===== config.mk =====
export PLATFORM = sky130hd
export DESIGN_NAME = gtl_front
export DESIGN_NICKNAME = d
export VERILOG_FILES = /design/src/rtl/gtl_pkg.sv /design/src/rtl/gtl_front.sv
export SDC_FILE = /design/constraint.sdc
export NUM_CORES = 1
export LEC_CHECK = 0
export ABC_AREA = 1
export BUFFER_PORTS_ARGS = -buffer_cell sky130_fd_sc_hd__buf_2
export CAP_MARGIN = 20
export CORE_MARGIN = 4
export CORE_UTILIZATION = 57
export CTS_CLUSTER_SIZE = 16
export DETAILED_ROUTE_END_ITERATION = 8
export GPL_ROUTABILITY_DRIVEN = 0
export PLACE_DENSITY_LB_ADDON = 0.15
export SYNTH_ARGS = -nofsm -noshare
export SYNTH_HDL_FRONTEND = slang
export SYNTH_SLANG_ARGS = --single-unit

===== constraint.sdc =====
create_clock -name i_clk -period 4.9 [get_ports i_clk]
set_clock_uncertainty 0.15 [all_clocks]
set_input_delay 0.245 -clock i_clk [delete_from_list [all_inputs] [get_ports i_clk]]
set_output_delay 0.245 -clock i_clk [all_outputs]
set_load 0.02 [all_outputs]

===== src/rtl/gtl_pkg.sv =====
package gtl_pkg;

    typedef struct packed {
        logic [1:0]  action;
        logic [15:0] char_code;
        logic [7:0]  glyph_width;
        logic [7:0]  glyph_height;
        logic [7:0]  glyph_baseline;
        logic [7:0]  package_id;
    } t_in_item;

    typedef struct packed {
        logic [2:0]  kind;
        logic [7:0]  slot;
        logic [15:0] pos_x;
        logic [15:0] pos_y;
        logic [6:0]  row_number;
        logic [15:0] row_start;
        logic [15:0] row_end;
        logic [15:0] row_width;
        logic [7:0]  row_height;
        logic [7:0]  row_baseline;
        logic [1:0]  status;
        logic [15:0] column;
    } t_out_item;

    typedef struct packed {
        logic [15:0] origin_x;
        logic [15:0] origin_y;
        logic [15:0] canvas_width;
        logic [15:0] canvas_height;
        logic [6:0]  layout_flags;
    } t_cfg;

    typedef struct packed {
        logic [7:0]  pkg;
        logic [15:0] code;
        logic [7:0]  w;
        logic [7:0]  h;
        logic [7:0]  base;
    } t_glyph_entry;

    // Input actions.
    localparam logic [1:0] ACT_REGISTER = 2'd0;
    localparam logic [1:0] ACT_REMOVE   = 2'd1;
    localparam logic [1:0] ACT_CHAR     = 2'd2;
    localparam logic [1:0] ACT_END      = 2'd3;

    // Result kinds.
    localparam logic [2:0] KIND_DRAW   = 3'd0;
    localparam logic [2:0] KIND_ROW    = 3'd1;
    localparam logic [2:0] KIND_TABLE  = 3'd2;
    localparam logic [2:0] KIND_DONE   = 3'd3;
    localparam logic [2:0] KIND_ERROR  = 3'd4;

    // Status codes.
    localparam logic [1:0] ST_OK       = 2'd0;
    localparam logic [1:0] ST_INVALID  = 2'd1;
    localparam logic [1:0] ST_NO_ROOM  = 2'd2;
    localparam logic [1:0] ST_NOTFOUND = 2'd3;

    // Flag bit positions.
    localparam int FL_CLIP           = 0;
    localparam int FL_WRAP           = 1;
    localparam int FL_IGNORE_MISSING = 5;
    localparam int FL_IGNORE_NEWLINE = 6;

    localparam logic [15:0] NEWLINE_CODE = 16'd10;

    // Register indexes on the configuration port.
    localparam logic [2:0] REG_ORIGIN_X      = 3'd0;
    localparam logic [2:0] REG_ORIGIN_Y      = 3'd1;
    localparam logic [2:0] REG_CANVAS_WIDTH  = 3'd2;
    localparam logic [2:0] REG_CANVAS_HEIGHT = 3'd3;
    localparam logic [2:0] REG_LAYOUT_FLAGS  = 3'd4;

    // Job classes decided by the front end.
    typedef enum logic [2:0] {
        OP_REG     = 3'd0,
        OP_BAD     = 3'd1,
        OP_REMOVE  = 3'd2,
        OP_CHAR    = 3'd3,
        OP_NEWLINE = 3'd4,
        OP_END     = 3'd5
    } t_op;

    typedef struct packed {
        t_op      op;
        t_in_item item;
    } t_job;

endpackage


===== src/rtl/gtl_front.sv =====
module gtl_front (
    input  logic              i_clk,
    input  logic              i_rst_n,
    input  logic              i_in_valid,
    output logic              o_in_stall,
    input  gtl_pkg::t_in_item i_in_item,
    input  logic [6:0]        i_layout_flags,
    output logic              o_job_valid,
    output gtl_pkg::t_job     o_job,
    input  logic              i_pop
);
    import gtl_pkg::*;

    t_job       r_q [2];
    logic       r_wp, r_rp;
    logic [1:0] r_cnt, n_cnt;
    t_job       w_job;
    logic       w_push, w_pop;

    // Classify the item as it enters the queue.
    always_comb begin
        w_job.item = i_in_item;
        case (i_in_item.action)
            ACT_REGISTER: begin
                if (i_in_item.char_code == 16'd0 || i_in_item.glyph_width == 8'd0 ||
                    i_in_item.glyph_height == 8'd0 ||
                    i_in_item.glyph_baseline > i_in_item.glyph_height) begin
                    w_job.op = OP_BAD;
                end else begin
                    w_job.op = OP_REG;
                end
            end
            ACT_REMOVE: w_job.op = OP_REMOVE;
            ACT_CHAR: begin
                if (i_in_item.char_code == NEWLINE_CODE && !i_layout_flags[FL_IGNORE_NEWLINE]) begin
                    w_job.op = OP_NEWLINE;
                end else begin
                    w_job.op = OP_CHAR;
                end
            end
            default: w_job.op = OP_END;
        endcase
    end

    assign o_in_stall  = (r_cnt == 2'd2);
    assign w_push      = i_in_valid && !o_in_stall;
    assign o_job_valid = (r_cnt != 2'd0);
    assign w_pop       = i_pop && o_job_valid;
    assign o_job       = r_q[r_rp];

    always_comb begin
        n_cnt = r_cnt;
        if (w_push && !w_pop) begin
            n_cnt = r_cnt + 2'd1;
        end else if (!w_push && w_pop) begin
            n_cnt = r_cnt - 2'd1;
        end
    end

    always_ff @(posedge i_clk) begin
        if (!i_rst_n) begin
            r_cnt <= 2'd0;
            r_wp  <= 1'b0;
            r_rp  <= 1'b0;
        end else begin
            r_cnt <= n_cnt;
            if (w_push) begin
                r_wp <= ~r_wp;
            end
            if (w_pop) begin
                r_rp <= ~r_rp;
            end
        end
    end

    always_ff @(posedge i_clk) begin
        if (w_push) begin
            r_q[r_wp] <= w_job;
        end
    end

endmodule


Word-level counts from Yosys, hierarchy flattened --
Memories as Yosys holds them, arrays and structs flattened. A register that Yosys moved wholly into a read port is not among the register bits. Cells that the tools add are included.
Storage, ports and cells: memories 1, memory bits (writable) 106, bits in registers 4, word-level logic and storage cells 40, output and inout bits 55
Memories:
- r_q | words 2, bits a word 53, rd ports 1, clocked after memory_dff 1, write ports 1, line gtl_front.sv:14 | t_job r_q [2];
Operators by class: mux-type cells 9, $add $sub $neg 2, bitwise gates (word level) 2, order comparisons 1, reduce and logical (&&, ||, !) cells 18, equality and inequality tests 4
Operators with widths (count):
- 16-bit by 4-bit == test with 1-bit output, second input constant | 1
- 16-bit logical NOT | 1
- 8-bit logical NOT | 2
- 3-bit case mux with 3 select lines | 1
- 8-bit > comparator | 1
- 1-bit logical AND | 5
- 1-bit 2-to-1 mux | 5
- 2-bit == test, second input constant | 2
- 1-bit logical NOT | 4
- 2-bit 2-to-1 mux | 2
- 2-bit nonzero test | 2
- 1-bit logical OR | 3
- 3-bit 2-to-1 mux | 1
- 2-bit by 1-bit adder with 2-bit output, second input constant | 1
- 2-bit by 1-bit == test with 1-bit output, second input constant | 1
- 2-bit logical NOT | 1
- 1-bit NOT | 2
- 2-bit by 1-bit subtractor with 2-bit output, second input constant | 1

Logic depth before layout (Yosys ltp) --
depth after elaboration 7, depth in mapped cells 13, depth with buffers taken out 13

Worst setup path before layout --
No wires, ideal clock.
path type flip-flop to flip-flop, start point register r_cnt[1], end point memory r_q[1][0] in the netlist's numbering, enable pin, cell stages (with the launch flop) 4, arrival 2.723 ns, data required time 4.285 ns, setup slack 1.561 ns, path buffers 0, path through dfxtp_1 -> inv_1 -> o21ai_2 -> nor2_1
On the way: cells in the longest elaborated chain, start to end 5
Ends and longest elaborated chain:
- start: declaration | line gtl_front.sv:16 | logic [1:0] r_cnt, n_cnt;
- start signal: assignment | line gtl_front.sv:66 | r_cnt <= n_cnt;
- 2-bit == test | line gtl_front.sv:45 | assign o_in_stall = (r_cnt == 2'd2);
- 1-bit logical NOT | line gtl_front.sv:46 | assign w_push = i_in_valid && !o_in_stall;
- 1-bit logical AND | line gtl_front.sv:46
- 1-bit 2-to-1 mux | line gtl_front.sv:77 | if (w_push) begin
- 1-bit 2-to-1 mux (implied by the code) | line gtl_front.sv:78 | r_q[r_wp] <= w_job;
- end: declaration | line gtl_front.sv:14
No other way between the ends.

==> impl_metrics.py <==
metrics = {
    "status": {
        "outcome": "complete, no violations",
    },
    "timing": {
        "finalHoldViolCount": 0,
        "final-setup-viol-count": 0,
        "fin_tns_setup_ns": 0,
        "finalCriticalPeriod_ns": 2.36,
        "rsz0062_at_grt": "false",
        "slew_headroom": 0.339,
        "max_clock_freq_mhz": 424,
        "hold_slack_ns": 0.0399,
        "finalMaxSlewViolations": 0,
        "timing.final.crit_share": 0.481,
        "tightest_slew_ns": 0.992,
    },
    "grt": {
        "grt_pass1_wl_um": 13700,
        "overflow": 0,
        "grtUsageTotal": 0.182,
        "grt_pass1_vias": 2887,
        "grt_start_max_net_pins": 54,
        "antenna_found_initial": 0,
    },
    "cells_and_area": {
        "final_util": 0.760,
        "nNetsFinal": 513,
        "antenna_cells": 0,
        "drive_gt1_frac": 0.415,
        "area_growth_syn_to_layout_pct": 27.1,
        "stdcell_count": 550,
        "nFillCells": 498,
    },
    "logic_synthesis": {
        "ys_seq_area_frac": 0.696,
        "syn_inst": 276,
        "synth_area_um2": 4720,
        "syn_avg_cell_area_um2": 17.1,
        "synth_cell_types": 22,
        "synth_warnings": 0,
        "synthesis.nets": 346,
        "synth_seq_cells": 111,
    },
    "route": {
        "via_per_inst": 4.99,
        "wl_per_cell_um": 15.6,
        "wl_met3_um": 451,
        "drt_pass1_iterations": 4,
        "dr.max_layer_used": "met4",
        "drc_errors": 0,
        "wl_met2_um": 4360,
        "dr.first_iter.drc_count": 111,
        "antenna_left": 0,
        "via_count": 2745,
        "wl_met1_um": 3600,
        "drt-total-wl_um": 8600,
    },
    "setup_path": {
        "arrival_ns": 1.96,
        "critPathLaunchType": "register",
        "critical-path-max-stage-delay_ns": 1.01,
        "critPathCaptureType": "output port",
        "path_class": "reg -> out",
        "path_buf_inv": 1,
        "critPathMaxFanout": 53,
        "crit_required_ns": 4.51,
        "path_cells": "mux2_2, buf_2",
        "worstSetupPathDepth": 2,
        "r2r_cells": 4,
        "critPathTopFamily": "flip-flops",
        "slowest_stage": "dfxtp_4",
    },
    "clocking": {
        "clk_pin_slew_ns": 0.10,
        "cts_tree": "yes",
        "numClockSinks": 111,
        "cts_root_buf": "clkbuf_8",
        "post_cts_buffers": 0,
        "cts_made_buffers": 9,
        "clock_latency_ns": 0.36,
        "cts.htree.levels": 3,
        "clk_path_buf_depth": 2,
        "cts-resized-gates": 0,
        "cts_hold_buf": 51,
    },
    "floorplan": {
        "dieArea_um2": 9800,
        "die_h_um": 99.0,
        "die_w_um": 99.0,
        "initial_utilization": 0.598,
        "rows": 32,
        "coreArea_um2": 7890,
        "pin_count": 116,
    },
    "power_and_ir_drop": {
        "p_leak_nw": 2.45,
        "peakVddDrop_v": 0.000395,
        "powerDensity_nw_per_um2": 426,
        "fin_total_pwr_mw": 2.56,
    },
    "hold_path": {
        "hold_path.class": "in -> reg",
        "min_path_cells": 3,
    },
    "job": {
        "maxCapViolations": 0,
    },
    "placed_design": {
        "dp.cells": 483,
        "portBuffers": 109,
        "place_hpwl_um": 5520,
    },
}
[worst register-to-register path, stage by stage (launching register included)]
cell and delay, ns:
dfxtp_1 0.31, inv_1 0.12, o21ai_2 0.13, nor2_4 0.49, buf_4 0.53
[cell usage in the layout, fill, tap and decap left out]
cell           Yosys  final
clkinv_2           0      2
edfxtp_1         106    106
inv_6              0      2
clkbuf_8           0      9
a21boi_1           1      1
dfxtp_1            5      4
clkinv_4           0      1
a21o_1             1      1
clkbuf_1           0      1
nand3_1            2      2
inv_2              1      1
o21ai_0            4      4
nand4_1            7      7
o21ai_2            2      2
nand3b_1           1      1
nor3_1             2      2
dfxtp_4            0      1
buf_4              0      2
nand2_2            1      1
clkinvlp_4         0      1
nand2_1           18     18
dlygate4sd3_1      0     51
buf_2              0    109
mux2_2             3      3
nor2_1            28     26
ha_1               9      9
inv_1             20     20
nor2_4             0      2
mux2_4            50     50
a21oi_1            7      7
o21ai_1            2      2
[registers in the layout, summed over array words and instances (netlist names), named ones only]
signal  flops
r_cnt       2
r_q       106
r_wp        1
r_rp        1
[cell usage after synthesis (all sizes together)]
cell    instances  share of area
nand3           2         0.0021
nor3            2         0.0021
nand4           7         0.0093
mux2           53           0.17
ha              9          0.024
dfxtp           5          0.021
inv            21          0.017
edfxtp        106           0.67
nand2          19          0.016
o21ai           8          0.010
a21oi           7         0.0074
nor2           28          0.022
a21o            1         0.0016
a21boi          1         0.0016
nand3b          1         0.0016
buf             6          0.024
[cell type report]
class	count	area [um^2]	area share
Sequential cell	111	3290	0.548
Timing Repair Buffer	162	1070	0.179
Inverter	21	78.8	0.0131
Clock buffer	10	128	0.0213
Multi-Input combinational cell	138	1260	0.210
Tap cell	102	128	0.0213
Clock inverter	6	43.8	0.00730
[layer usage]
metal | vias to the layer above | GRT usage
met5 | - | 0
met4 | 0 | 0.0662
met3 | 14 | 0.0460
met2 | 78 | 0.313
met1 | 1303 | 0.221
li1 | 1350 | -
[through the flow]
stage / worst slack (ns) / cell area, um^2
finish: 2.54 / 6000
detailed placement: 2.76 / 5310
global route: 2.41 / 6000
CTS: 2.48 / 6000
global placement: 2.81 / 5310
floorplan: 1.56 / 4720
[final timing paths]
check | from | end | slack, ns
max | register | o_job[1] | 2.54
min | i_pop | register | 0.04
max reg2reg | r_cnt[1]$_SDFFE_PN0P_ | r_q[1][37]$_DFFE_PP_ | 2.80
min reg2reg | r_rp$_SDFFE_PN0P_ | register | 0.34
[report_power, final]
group	internal [mW]	switching, mW
Combinational	0.366	0.402
Clock	0.188	0.299
Sequential	1.20	0.100
[kinds of logic (layout without fill, tap and decap cells)]
| kind of cell | Yosys count | after routing | share of synthesized area |
|---|---|---|---|
| adders and majority gates | 9 | 9 | 0.0239 |
| DFF | 111 | 111 | 0.696 |
| buffers and inverters | 27 | 199 | 0.0403 |
| AOI/OAI and AO/OA | 17 | 17 | 0.0207 |
| and+or+nand+nor | 59 | 59 | 0.0530 |
| muxes | 53 | 53 | 0.166 |
Power figures use the tool's default switching activity.
